$ cat src/design/saes_pkg.sv
package saes_pkg;

  localparam int unsigned BlockW = 16;
  localparam int unsigned CfgIdxW = 2;

  typedef logic [BlockW-1:0] block_t;
  typedef logic [3:0] nibble_t;
  typedef logic [7:0] word_t;

  // Configuration register indexes.
  typedef enum logic [CfgIdxW-1:0] {
    CFG_CIPHER_KEY   = 2'd0,
    CFG_INIT_VECTOR  = 2'd1,
    CFG_DECRYPT_MODE = 2'd2,
    CFG_CHAIN_ENABLE = 2'd3
  } cfg_idx_e;

  typedef struct packed {
    block_t k1;
    block_t k2;
  } round_keys_t;

  localparam nibble_t SBOX_FWD [16] = '{
    4'h9, 4'h4, 4'ha, 4'hb, 4'hd, 4'h1, 4'h8, 4'h5,
    4'h6, 4'h2, 4'h0, 4'h3, 4'hc, 4'he, 4'hf, 4'h7
  };
  localparam nibble_t SBOX_INV [16] = '{
    4'ha, 4'h5, 4'h9, 4'hb, 4'h1, 4'h7, 4'h8, 4'hf,
    4'h6, 4'h0, 4'h2, 4'h3, 4'hc, 4'h4, 4'hd, 4'he
  };

  localparam word_t RCON_1 = 8'h80;
  localparam word_t RCON_2 = 8'h30;

  // Matrix entries: the diagonal and the off-diagonal coefficient.
  localparam nibble_t MIX_FWD_DIAG = 4'h1;
  localparam nibble_t MIX_FWD_OFF  = 4'h4;
  localparam nibble_t MIX_INV_DIAG = 4'h9;
  localparam nibble_t MIX_INV_OFF  = 4'h2;

  // GF(16) multiply modulo x^4 + x + 1.
  function automatic nibble_t gf_mul(nibble_t a, nibble_t b);
    nibble_t r;
    nibble_t x;
    r = '0;
    x = a;
    for (int i = 0; i < 4; i++) begin
      if (b[i]) begin
        r = r ^ x;
      end
      x = x[3] ? ({x[2:0], 1'b0} ^ 4'h3) : {x[2:0], 1'b0};
    end
    return r;
  endfunction

  function automatic block_t sub_nibbles(block_t v, logic inv);
    block_t r;
    for (int i = 0; i < 4; i++) begin
      r[4*i +: 4] = inv ? SBOX_INV[v[4*i +: 4]] : SBOX_FWD[v[4*i +: 4]];
    end
    return r;
  endfunction

  // Row-major layout: the second row is nibbles 2 and 3, which swap.
  function automatic block_t shift_rows(block_t v);
    return {v[15:8], v[3:0], v[7:4]};
  endfunction

  // Columns are nibbles (0,2) and (1,3), nibble 0 the most significant.
  function automatic block_t mix_columns(block_t v, logic inv);
    nibble_t d;
    nibble_t o;
    d = inv ? MIX_INV_DIAG : MIX_FWD_DIAG;
    o = inv ? MIX_INV_OFF : MIX_FWD_OFF;
    return {gf_mul(v[15:12], d) ^ gf_mul(v[7:4], o),
            gf_mul(v[11:8], d) ^ gf_mul(v[3:0], o),
            gf_mul(v[15:12], o) ^ gf_mul(v[7:4], d),
            gf_mul(v[11:8], o) ^ gf_mul(v[3:0], d)};
  endfunction

  function automatic word_t rot_sub(word_t w);
    return {SBOX_FWD[w[3:0]], SBOX_FWD[w[7:4]]};
  endfunction

  function automatic round_keys_t expand_key(block_t key);
    round_keys_t rk;
    word_t w2;
    word_t w3;
    word_t w4;
    w2 = key[15:8] ^ RCON_1 ^ rot_sub(key[7:0]);
    w3 = w2 ^ key[7:0];
    w4 = w2 ^ RCON_2 ^ rot_sub(w3);
    rk.k1 = {w2, w3};
    rk.k2 = {w4, w4 ^ w3};
    return rk;
  endfunction

  function automatic block_t encrypt_block(block_t p, block_t k0, round_keys_t rk);
    block_t s;
    s = p ^ k0;
    s = mix_columns(shift_rows(sub_nibbles(s, 1'b0)), 1'b0) ^ rk.k1;
    s = shift_rows(sub_nibbles(s, 1'b0)) ^ rk.k2;
    return s;
  endfunction

  function automatic block_t decrypt_block(block_t c, block_t k0, round_keys_t rk);
    block_t s;
    s = c ^ rk.k2;
    s = sub_nibbles(shift_rows(s), 1'b1) ^ rk.k1;
    s = mix_columns(s, 1'b1);
    s = sub_nibbles(shift_rows(s), 1'b1) ^ k0;
    return s;
  endfunction

endpackage

$ cat src/design/saes_stream_if.sv
interface saes_in_if;
  logic                   valid;
  logic                   ready;
  saes_pkg::block_t       data_in;
  logic                   first_block;

  modport source (output valid, output data_in, output first_block, input ready);
  modport sink (input valid, input data_in, input first_block, output ready);
endinterface

interface saes_out_if;
  logic                   valid;
  logic                   ready;
  saes_pkg::block_t       data_out;

  modport source (output valid, output data_out, input ready);
  modport sink (input valid, input data_out, output ready);
endinterface

$ cat src/design/simplified_aes_cbc_cipher_unit.sv
// Two-round simplified AES on 16-bit blocks with optional CBC chaining. The
// block accepts one transaction per clock cycle unless the output stalls on
// out_ch_o.ready. Each transaction sits in the input register while the cipher
// works on it, and the result enters the output register as the output side
// advances. The rate is set by the chain register: when encrypting its next
// value is the cipher result itself, so the whole cipher sits in the single
// loop from the chain register back to itself. A transaction with first_block
// set reloads the chain from init_vector before it is used; until then the
// chain starts at zero. With chaining off, the chain is still tracked so that
// chaining can be switched on later. Configuration registers are written
// through the plain write port, only while the block is idle (kept by the
// user, not the block); a new key becomes registered round keys next cycle.
module simplified_aes_cbc_cipher_unit (
  input  logic                     clk_i,
  input  logic                     rst_ni,
  input  logic                     cfg_we_i,
  input  logic [saes_pkg::CfgIdxW-1:0] cfg_index_i,
  input  saes_pkg::block_t         cfg_data_i,
  saes_in_if.sink                  in_ch_i,
  saes_out_if.source               out_ch_o
);

  // Configuration registers.
  saes_pkg::block_t cipher_key_q;
  saes_pkg::block_t init_vector_q;
  logic             decrypt_mode_q;
  logic             chain_enable_q;

  always_ff @(posedge clk_i or negedge rst_ni) begin
    if (!rst_ni) begin
      cipher_key_q   <= '0;
      init_vector_q  <= '0;
      decrypt_mode_q <= 1'b0;
      chain_enable_q <= 1'b0;
    end else if (cfg_we_i) begin
      unique case (saes_pkg::cfg_idx_e'(cfg_index_i))
        saes_pkg::CFG_CIPHER_KEY:   cipher_key_q   <= cfg_data_i;
        saes_pkg::CFG_INIT_VECTOR:  init_vector_q  <= cfg_data_i;
        saes_pkg::CFG_DECRYPT_MODE: decrypt_mode_q <= cfg_data_i[0];
        saes_pkg::CFG_CHAIN_ENABLE: chain_enable_q <= cfg_data_i[0];
        default: ;
      endcase
    end
  end

  // The round keys depend only on the key register, so they are expanded once
  // per cycle into a register. A transaction accepted right after a key write
  // reaches the cipher from the input register, when the new round keys are in place.
  saes_pkg::round_keys_t round_keys_q;

  always_ff @(posedge clk_i) begin
    round_keys_q <= saes_pkg::expand_key(cipher_key_q);
  end

  // Input register. The output side takes a new result whenever the output
  // register is empty or its result is being taken in this cycle, and the
  // input register then moves on, so a transaction can enter every cycle.
  logic             in_valid_q;
  saes_pkg::block_t in_data_q;
  logic             in_first_q;
  logic             out_valid_q;
  saes_pkg::block_t out_data_q;
  logic             out_advance;
  logic             in_advance;

  assign out_advance    = !out_valid_q || out_ch_o.ready;
  assign in_advance     = !in_valid_q || out_advance;
  assign in_ch_i.ready  = in_advance;

  always_ff @(posedge clk_i or negedge rst_ni) begin
    if (!rst_ni) begin
      in_valid_q <= 1'b0;
    end else if (in_advance) begin
      in_valid_q <= in_ch_i.valid;
    end
  end

  always_ff @(posedge clk_i) begin
    if (in_advance && in_ch_i.valid) begin
      in_data_q  <= in_ch_i.data_in;
      in_first_q <= in_ch_i.first_block;
    end
  end

  // Cipher and chaining. The chain register holds the previous ciphertext
  // block: the result when encrypting, the incoming block when decrypting.
  saes_pkg::block_t chain_q;
  saes_pkg::block_t chain_base;
  saes_pkg::block_t chain_mask;
  saes_pkg::block_t enc_result;
  saes_pkg::block_t dec_result;
  saes_pkg::block_t result_d;
  saes_pkg::block_t chain_d;

  always_comb begin
    chain_base = in_first_q ? init_vector_q : chain_q;
    chain_mask = chain_enable_q ? chain_base : '0;
    enc_result = saes_pkg::encrypt_block(in_data_q ^ chain_mask, cipher_key_q, round_keys_q);
    dec_result = saes_pkg::decrypt_block(in_data_q, cipher_key_q, round_keys_q) ^ chain_mask;
    result_d   = decrypt_mode_q ? dec_result : enc_result;
    chain_d    = decrypt_mode_q ? in_data_q : enc_result;
  end

  always_ff @(posedge clk_i or negedge rst_ni) begin
    if (!rst_ni) begin
      chain_q     <= '0;
      out_valid_q <= 1'b0;
    end else if (out_advance) begin
      out_valid_q <= in_valid_q;
      if (in_valid_q) begin
        chain_q <= chain_d;
      end
    end
  end

  always_ff @(posedge clk_i) begin
    if (out_advance && in_valid_q) begin
      out_data_q <= result_d;
    end
  end

  assign out_ch_o.valid    = out_valid_q;
  assign out_ch_o.data_out = out_data_q;

endmodule
$ cat src/flat_wrapper.sv
// flat-port wrapper written by rule: the top's interface ports become plain ports
module simplified_aes_cbc_cipher_unit_flat 
  (clk_i, rst_ni, cfg_we_i, cfg_index_i, cfg_data_i, in_ch_i_valid, in_ch_i_data_in, in_ch_i_first_block, in_ch_i_ready, out_ch_o_valid, out_ch_o_data_out, out_ch_o_ready);
  saes_in_if in_ch_i_i ();
  saes_out_if out_ch_o_i ();
  input  logic clk_i;
  input  logic rst_ni;
  input  logic cfg_we_i;
  input  logic [saes_pkg::CfgIdxW-1:0] cfg_index_i;
  input  saes_pkg::block_t cfg_data_i;
  input wire logic [$bits(in_ch_i_i.valid)-1:0] in_ch_i_valid;
  input wire logic [$bits(in_ch_i_i.data_in)-1:0] in_ch_i_data_in;
  input wire logic [$bits(in_ch_i_i.first_block)-1:0] in_ch_i_first_block;
  output wire logic [$bits(in_ch_i_i.ready)-1:0] in_ch_i_ready;
  output wire logic [$bits(out_ch_o_i.valid)-1:0] out_ch_o_valid;
  output wire logic [$bits(out_ch_o_i.data_out)-1:0] out_ch_o_data_out;
  input wire logic [$bits(out_ch_o_i.ready)-1:0] out_ch_o_ready;
  assign in_ch_i_i.valid = in_ch_i_valid;
  assign in_ch_i_i.data_in = in_ch_i_data_in;
  assign in_ch_i_i.first_block = in_ch_i_first_block;
  assign in_ch_i_ready = in_ch_i_i.ready;
  assign out_ch_o_valid = out_ch_o_i.valid;
  assign out_ch_o_data_out = out_ch_o_i.data_out;
  assign out_ch_o_i.ready = out_ch_o_ready;
  simplified_aes_cbc_cipher_unit u_core (.clk_i(clk_i), .rst_ni(rst_ni), .cfg_we_i(cfg_we_i), .cfg_index_i(cfg_index_i), .cfg_data_i(cfg_data_i), .in_ch_i(in_ch_i_i), .out_ch_o(out_ch_o_i));
endmodule
$ cat config.mk
export PLATFORM = sky130hd
export DESIGN_NAME = simplified_aes_cbc_cipher_unit_flat
export DESIGN_NICKNAME = d
export VERILOG_FILES = /design/src/design/saes_pkg.sv /design/src/design/saes_stream_if.sv /design/src/design/simplified_aes_cbc_cipher_unit.sv /design/src/flat_wrapper.sv
export SDC_FILE = /design/constraint.sdc
export NUM_CORES = 1
export LEC_CHECK = 0
export ABC_AREA = 1
export BUFFER_PORTS_ARGS = -buffer_cell sky130_fd_sc_hd__buf_2
export CAP_MARGIN = 20
export CORE_ASPECT_RATIO = 0.75
export CORE_MARGIN = 2
export CORE_UTILIZATION = 59
export CTS_CLUSTER_SIZE = 12
export DETAILED_ROUTE_END_ITERATION = 10
export GPL_TIMING_DRIVEN = 0
export PLACE_DENSITY_LB_ADDON = 0.1
export SYNTH_ARGS = -nofsm -noshare
export SYNTH_HDL_FRONTEND = slang
export SYNTH_SLANG_ARGS = --single-unit
export TNS_END_PERCENT = 1
$ cat constraint.sdc
create_clock -name clk_i -period 4.3 [get_ports clk_i]
set_clock_uncertainty 0.1 [all_clocks]
set_input_delay 0.43 -clock clk_i [delete_from_list [all_inputs] [get_ports clk_i]]
set_output_delay 0.43 -clock clk_i [all_outputs]
set_load 0.01 [all_outputs]
==> After elaboration in Yosys (flattened, before gate mapping) <==
Memory sizes are Yosys's and may differ from the RTL's.
Index checks and enable logic that the tools add are counted.
{ "classes": {"n_mux": 64, "n_lt_le_gt_ge": 20, "reduce_logical": 12, "n_eq_ne": 3, "n_bitwise": 66} }
{ "ops": {"columns": ["cell", "count"], "rows": [
  ["4-bit two-way mux", 40],
  ["16-bit XOR", 8],
  ["5-bit >= comparator, second input constant", 20],
  ["4-bit NOT with 5-bit output", 20],
  ["16-bit two-way mux", 4],
  ["4-bit XOR", 12],
  ["2-bit NOT", 21],
  ["2-bit two-way mux", 20],
  ["8-bit XOR", 4],
  ["2-bit AND reduction", 5],
  ["2-bit == test, second input constant", 2],
  ["2-bit by 1-bit == test with 1-bit output, second input constant", 1],
  ["1-bit logical AND", 2],
  ["1-bit zero test", 2],
  ["2-bit zero test", 1],
  ["1-bit logical OR", 2],
  ["1-bit NOT", 1]
]} }
{ "word_totals": {"register_bits": 117, "output_inout_bits": 18, "word_cells": 197, "mem_bits_ro": 1280, "memories": 20} }
{ "mem_list": {"columns": ["memory", "depth", "word_bits", "rd", "rd_ports_with_merged_regs", "write_ports", "line", "rtl"], "rows": [
  ["(name not given)", 16, 4, 1, 0, 0, "saes_pkg.sv:82", "return {SBOX_FWD[w[3:0]], SBOX_FWD[w[7:4]]};"],
  ["(name not given)", 16, 4, 1, 0, 0, "saes_pkg.sv:59", "r[4*i +: 4] = inv ? SBOX_INV[v[4*i +: 4]] : SBOX_FWD[v[4*i +: 4]];"],
  ["(name not given)", 16, 4, 1, 0, 0, "saes_pkg.sv:59", null],
  ["(name not given)", 16, 4, 1, 0, 0, "saes_pkg.sv:59", null],
  ["(name not given)", 16, 4, 1, 0, 0, "saes_pkg.sv:59", null],
  ["(name not given)", 16, 4, 1, 0, 0, "saes_pkg.sv:59", null],
  ["14 more memories", null, null, null, null, null, null, null]
]} }

==> Logic depth before layout (Yosys ltp) <==
{ "depth": {"word_depth": 21, "ltp_mapped": 28} }

==> Worst setup path after synthesis <==
OpenSTA, ideal clock, no wires.
{ "synth_path": {"path_type": "register to register", "startpoint": "reg u_core.in_first_q", "endpoint": "reg u_core.out_data_q[11] (netlist: u_core.out_ch_o.data_out[11]), data pin", "arrival_time_ns": 3.253, "path_buffers": 2, "synth_period_minus_slack_ns": 3.610, "setup_slack_ns": 0.690, "stages_incl_launch_ff": 26, "path_cell_list": "edfxtp_1 -> buf_4 -> buf_6 -> nor2_1 -> nor2_1 -> o21ai_0 -> xnor2_1 -> xor2_1 -> inv_1 -> ha_1 -> inv_1 -> nand2_1 -> nand3_1 -> nand2_1 -> xor2_1 -> xnor2_1 -> inv_1 -> ha_1 -> inv_1 -> nand2_1 -> o21ai_1 -> nand2_1 -> nand2_1 -> nand2_1 -> nand3_1 -> o21ai_1"} }
{ "synth_between": {"elab_chain_len": 19, "elab_cells_between_ends": 25, "classes_between": "mux: 11; bitwise: 11; memory: 3"} }
{ "synth_lines": {"columns": ["element", "line", "rtl"], "rows": [
  ["start, declared", "simplified_aes_cbc_cipher_unit.sv:60", "logic in_first_q;"],
  ["start signal, assigned", "simplified_aes_cbc_cipher_unit.sv:81", "in_first_q <= in_ch_i.first_block;"],
  ["16-bit two-way mux (*)", "simplified_aes_cbc_cipher_unit.sv:96", "chain_base = in_first_q ? init_vector_q : chain_q;"],
  ["16-bit two-way mux (*)", "simplified_aes_cbc_cipher_unit.sv:97", "chain_mask = chain_enable_q ? chain_base : '0;"],
  ["16-bit XOR", "simplified_aes_cbc_cipher_unit.sv:98", "enc_result = saes_pkg::encrypt_block(in_data_q ^ chain_mask, cipher_key_q, round_keys_q);"],
  ["16-bit XOR", "saes_pkg.sv:100", "s = p ^ k0;"],
  ["4-bit NOT with 5-bit output", null, null],
  ["memory read 16 x 4 bit", null, null],
  ["4-bit two-way mux (implied by the code) (2 in series)", "saes_pkg.sv:59", null],
  ["2-bit two-way mux", "saes_pkg.sv:51", "x = x[3] ? ({x[2:0], 1'b0} ^ 4'h3) : {x[2:0], 1'b0};"],
  ["[... 2 more ...]", null, null],
  ["4-bit XOR", "saes_pkg.sv:76", "gf_mul(v[11:8], d) ^ gf_mul(v[3:0], o),"],
  ["16-bit XOR", "saes_pkg.sv:101", "s = mix_columns(shift_rows(sub_nibbles(s, 1'b0)), 1'b0) ^ rk.k1;"],
  ["4-bit NOT with 5-bit output", null, null],
  ["memory read 16 x 4 bit", null, null],
  ["4-bit two-way mux (implied by the code) (2 in series)", "saes_pkg.sv:59", null],
  ["16-bit XOR", "saes_pkg.sv:102", "s = shift_rows(sub_nibbles(s, 1'b0)) ^ rk.k2;"],
  ["16-bit two-way mux (*)", "simplified_aes_cbc_cipher_unit.sv:100", "result_d = decrypt_mode_q ? dec_result : enc_result;"],
  ["net u_core.result_d[11]", "simplified_aes_cbc_cipher_unit.sv:92", "saes_pkg::block_t result_d;"],
  ["end signal, assigned", "simplified_aes_cbc_cipher_unit.sv:118", "out_data_q <= result_d;"],
  ["end, declared", "simplified_aes_cbc_cipher_unit.sv:62", "saes_pkg::block_t out_data_q;"]
]} }
The timed path passes the listed nets; every way through them passes the cells marked *. The select of a mux whose other input is x is not followed.
A chain may end at the register's enable or synchronous reset.

==> Worst setup path in the final report <==
{ "layout_path": {"startpoint": "reg u_core.cipher_key_q[4]", "endpoint": "reg u_core.round_keys_q[6] (netlist name)"} }
{ "layout_between": {"elab_chain_len": 12} }
{ "layout_lines": {"columns": ["element", "line", "rtl"], "rows": [
  ["start, declared", "simplified_aes_cbc_cipher_unit.sv:24", "saes_pkg::block_t cipher_key_q;"],
  ["start signal, assigned", "simplified_aes_cbc_cipher_unit.sv:37", "saes_pkg::CFG_CIPHER_KEY: cipher_key_q <= cfg_data_i;"],
  ["4-bit NOT with 5-bit output (implied by the code)", "saes_pkg.sv:82", null],
  ["memory read 16 x 4 bit", null, null],
  ["4-bit two-way mux (implied by the code) (2 in series)", "saes_pkg.sv:82", null],
  ["8-bit XOR", "saes_pkg.sv:90", "w2 = key[15:8] ^ RCON_1 ^ rot_sub(key[7:0]);"],
  ["8-bit XOR", "saes_pkg.sv:91", "w3 = w2 ^ key[7:0];"],
  ["4-bit NOT with 5-bit output (implied by the code)", "saes_pkg.sv:82", null],
  ["memory read 16 x 4 bit", null, null],
  ["4-bit two-way mux (implied by the code) (2 in series)", "saes_pkg.sv:82", null],
  ["8-bit XOR", "saes_pkg.sv:92", "w4 = w2 ^ RCON_2 ^ rot_sub(w3);"],
  ["8-bit XOR", "saes_pkg.sv:94", "rk.k2 = {w4, w4 ^ w3};"],
  ["end signal, assigned", "simplified_aes_cbc_cipher_unit.sv:52", "round_keys_q <= saes_pkg::expand_key(cipher_key_q);"],
  ["end, declared", "simplified_aes_cbc_cipher_unit.sv:49", "saes_pkg::round_keys_t round_keys_q;"]
]} }
Every way passes these cells. The select of a mux whose other input is x is not followed.

==> impl_results.md <==
- Async SR Flop Fraction: 44.44%
- Cell variety after synth: 42
- Worst R2R Start: u_core.cipher_key_q[4]
- Gpl congestion: 0.9469
- Min Tclk post-route: 4.116 ns
- Multiplexer share of the synthesized area: 0%
- Number of diodes: 0
- Final worst slack: 0.1841 ns
- Critical Path Max Stage Delay: 0.56 ns
- Layout Nets: 1,733
- Initial antenna violation count: 0
- Met1 Wirelength: 14,060 um
- Number of vias per cell: 5.408
- Max Used Layer: met4
- CP required: 4.54 ns
- Total Wirelength: 29,340 um
- CP most frequent cell: xor2_1
- Area leader, netlist: nand2_1
- Fillers: 1,478
- Fin crit share: 95.72%
- Vias after detailed routing: 9,869
- Overflow after GRT: 0
- Worst Setup End Kind: flop
- TritonCTS Buffers: 17
- R2r setup slk: 0.18 ns
- Global-route wire length before repair: 45,760 um
- WP data arrival: 4.36 ns
- Synth Area in Adders: 14.40%
- Top-Level Pins: 58
- H-tree depth: 4
- CP max stage cell: xor2_1
- Ranking of synthesized cells by area: nand2_1 (16%), ha_1 (14%), dfrtp_1 (12%)
- Largest net degree at the start of global routing: 39
- HPWL after DPL: 22,520 um
- Register area share after synthesis: 27.44%
- Synth Area in Compound Gates: 9.168%
- Hold Path Stages: 1
- Vias in the first global route: 8,572
- Initial drt markers: 1,099
- Synth top area share: 16.02%
- Maxcap violations: 0
- Initial Util: 60.34%
- Synthesized cell area: 10,690 um^2
- Xor/xnor cell area share of the yosys netlist: 12.67%
- Status: finished clean
- Area growth, synth to finish: 13.05%
- RSZ-0062 raised after global routing: true
- Clk root buf: clkbuf_16
- Remaining routing DRC violations: 0
- Fin. Hold Viols: 0
- Clk slew on worst S/H paths: 0.06 ns
- Worst-path fanout max: 7
- Met3 routed WL: 3365 um
- Synth Area per Inst: 7.182 um^2
- Yosys warnings: 0
- Hold Path End: u_core.in_data_q[0]
- Post-route ant nets: 0
- Drt wl/cell: 16.08 um
- Final Max Tran Viols: 0
- Top_reg_cell synth: dfrtp_1
- Cells after Synth: 1,488
- Post-synth EDFFs: 33
- #FFs+latches synth: 117
- # setup viols final: 0
- Total track usage: 30.98%
- Largest family of logic cells by synthesized area: simple AND/OR/NAND/NOR gates
- Die area: 19,220 um^2
- Reg area: 2933 um^2
- Clk_lat worst skew: 0.43 ns
- Hold Crit Start: in_ch_i_data_in[0]
- Met2 WL: 11,520 um
- Die width: 159.4 um
- Critical path type: flop to flop
- Crit path launch type: flop
- Hold Path Class: primary input to flop
- Simple-gate share of the synthesized area: 28.25%
- Post-Synthesis Net Count: 1,651
- Slew HR: 27.52%
- Worst-path cell chain: inv_1, ha_1, or2_1, o21ai_1, o21ai_1, xor2_2, xor2_1, inv_1, ha_1, o211ai_1, o31ai_1, xor2_1, xor2_1
- R2r endpoint: u_core.round_keys_q[6]
- Actual slew at the worst max-slew pin: 1.086 ns
- Placeable Area: 17,710 um^2
- Fmax: 0.2430 GHz
- # rows: 42
- DR pass1 iterations: 5
- PortBufs: 57
- Die Ht: 120.6 um
- Dpl ws: -0.09191 ns
- Share of post-route cells with drive strength above 1: 13.08%
- Clock Path Buffers: 2
- Multi-input logic area: 7039 um^2
- Register-to-Register Path Depth: 13
- # clock sinks: 117
- Hold slack: 0.07461 ns
- CTS tree: yes
[critical path: cells and delay by family, from the launching register on]
kind | cells | cell delay, ns
adder cells (fa/ha/maj) | 2 | 0.65
flip-flops | 1 | 0.55
AND/OR/NAND/NOR | 1 | 0.24
buffers and inverters | 2 | 0.52
XOR/XNOR | 4 | 1.47
AO/OA/AOI/OAI | 4 | 0.51
[what timing repair did]
| item | 4_1_cts | 5_1_grt |
|---|---|---|
| hold endpoints to repair | 14 | 0 |
| hold buffers | 1 | 0 |
| setup endpoints to repair | 5 | 28 |
| pin swaps | 1 | 4 |
| resized for setup | 2 | 25 |
| setup buffers | 1 | 3 |
[layout by cell type, fill, tap and decap left out, types with 6 or more instances in the layout]
| master | synthesis | final |
|---|---|---|
| nand2_1 | 456 | 449 |
| inv_1 | 166 | 165 |
| nand3_1 | 158 | 157 |
| ha_1 | 123 | 123 |
| xor2_1 | 80 | 76 |
| o21ai_0 | 66 | 66 |
| buf_2 | 4 | 61 |
| nor2_1 | 60 | 60 |
| dfrtp_1 | 52 | 52 |
| a21oi_1 | 43 | 43 |
| o21ai_1 | 42 | 41 |
| edfxtp_1 | 33 | 33 |
| dfxtp_1 | 32 | 32 |
| inv_2 | 26 | 27 |
| xnor2_1 | 33 | 23 |
| xor2_2 | 18 | 22 |
| nand2_2 | 14 | 20 |
| clkbuf_16 | 0 | 17 |
| o211ai_1 | 14 | 14 |
| xnor2_2 | 3 | 12 |
| clkbuf_1 | 12 | 12 |
| buf_4 | 5 | 8 |
| nand3b_1 | 7 | 7 |
| or2_1 | 6 | 6 |
| nand4_1 | 6 | 6 |
[state kept, by name, summed over array words and instances, names as in the netlist]
name                      count
u_core.cipher_key_q          16
u_core.in_valid_q             1
u_core.round_keys_q          32
u_core.in_first_q             1
u_core.init_vector_q         16
u_core.out_ch_o.data_out     16
u_core.chain_enable_q         1
u_core.chain_q               16
u_core.out_ch_o.valid         1
u_core.decrypt_mode_q         1
u_core.in_data_q             16
[kinds of logic (layout without fill, tap and decap cells)]
| family | after synthesis | after routing |
|---|---|---|
| adders and majority gates | 123 | 123 |
| DFF | 117 | 117 |
| and+or+nand+nor | 717 | 717 |
| buffers and inverters | 220 | 315 |
| AOI/OAI and AO/OA | 176 | 176 |
| xor gates and xnor gates | 135 | 135 |
[layer usage]
layer | vias up | GRT usage [%]
met5 | - | 0
met4 | 0 | 6.534
met3 | 44 | 7.993
met2 | 445 | 43.61
met1 | 4501 | 47.46
li1 | 4879 | -
[per-stage QoR]
| stage | util, % | cell area, um^2 | setup TNS (ns) | std cells |
|---|---|---|---|---|
| floorplan | - | 10690 | 0 | 1488 |
| global placement | 63.66 | 11270 | -0.1115 | 1787 |
| detailed placement | 63.78 | 11300 | -0.1669 | 1788 |
| CTS | 67.32 | 11920 | 0 | 1822 |
| global route | 68.22 | 12080 | -0.1319 | 1825 |
| finish | 68.22 | 12080 | 0 | 1825 |
[worst max-delay path by stage]
stage | startpoint | end | slack, ns | depth (start not counted)
floorplan | u_core.in_first_q | u_core.out_ch_o.data_out[11] | 0.69 | 25
global placement | u_core.in_first_q | u_core.out_ch_o.data_out[4] | -0.09 | 24
detailed placement | u_core.in_first_q | u_core.out_ch_o.data_out[4] | -0.09 | 24
CTS | u_core.in_first_q | u_core.out_ch_o.data_out[4] | 0.04 | 24
global route | u_core.in_first_q | u_core.out_ch_o.data_out[11] | -0.05 | 28
finish | u_core.cipher_key_q[4] | u_core.round_keys_q[6] | 0.18 | 13
[final cells by class]
type	instances	area share, %
tap	242	2.506
inverter	197	6.162
clock buffer	18	3.552
clock inverter	14	1.367
sequential	117	24.28
timing repair buffer	63	2.858
buffer	23	1.015
multi-input combinational	1151	58.26
[synth_stat cells, types with 6 or more instances]
cell	n
inv_2	26
o21ai_1	42
dfrtp_1	52
o21ai_0	66
ha_1	123
inv_1	166
dfxtp_1	32
nand2_1	456
xnor2_1	33
nor2_1	60
edfxtp_1	33
xor2_1	80
nand2_2	14
xor2_2	18
nand3_1	158
clkbuf_1	12
nand3b_1	7
or2_1	6
nand4_1	6
o211ai_1	14
a21oi_1	43
Power is not shown: default switching activity piles up to over one toggle a cycle in this logic, so the estimate is an artifact.
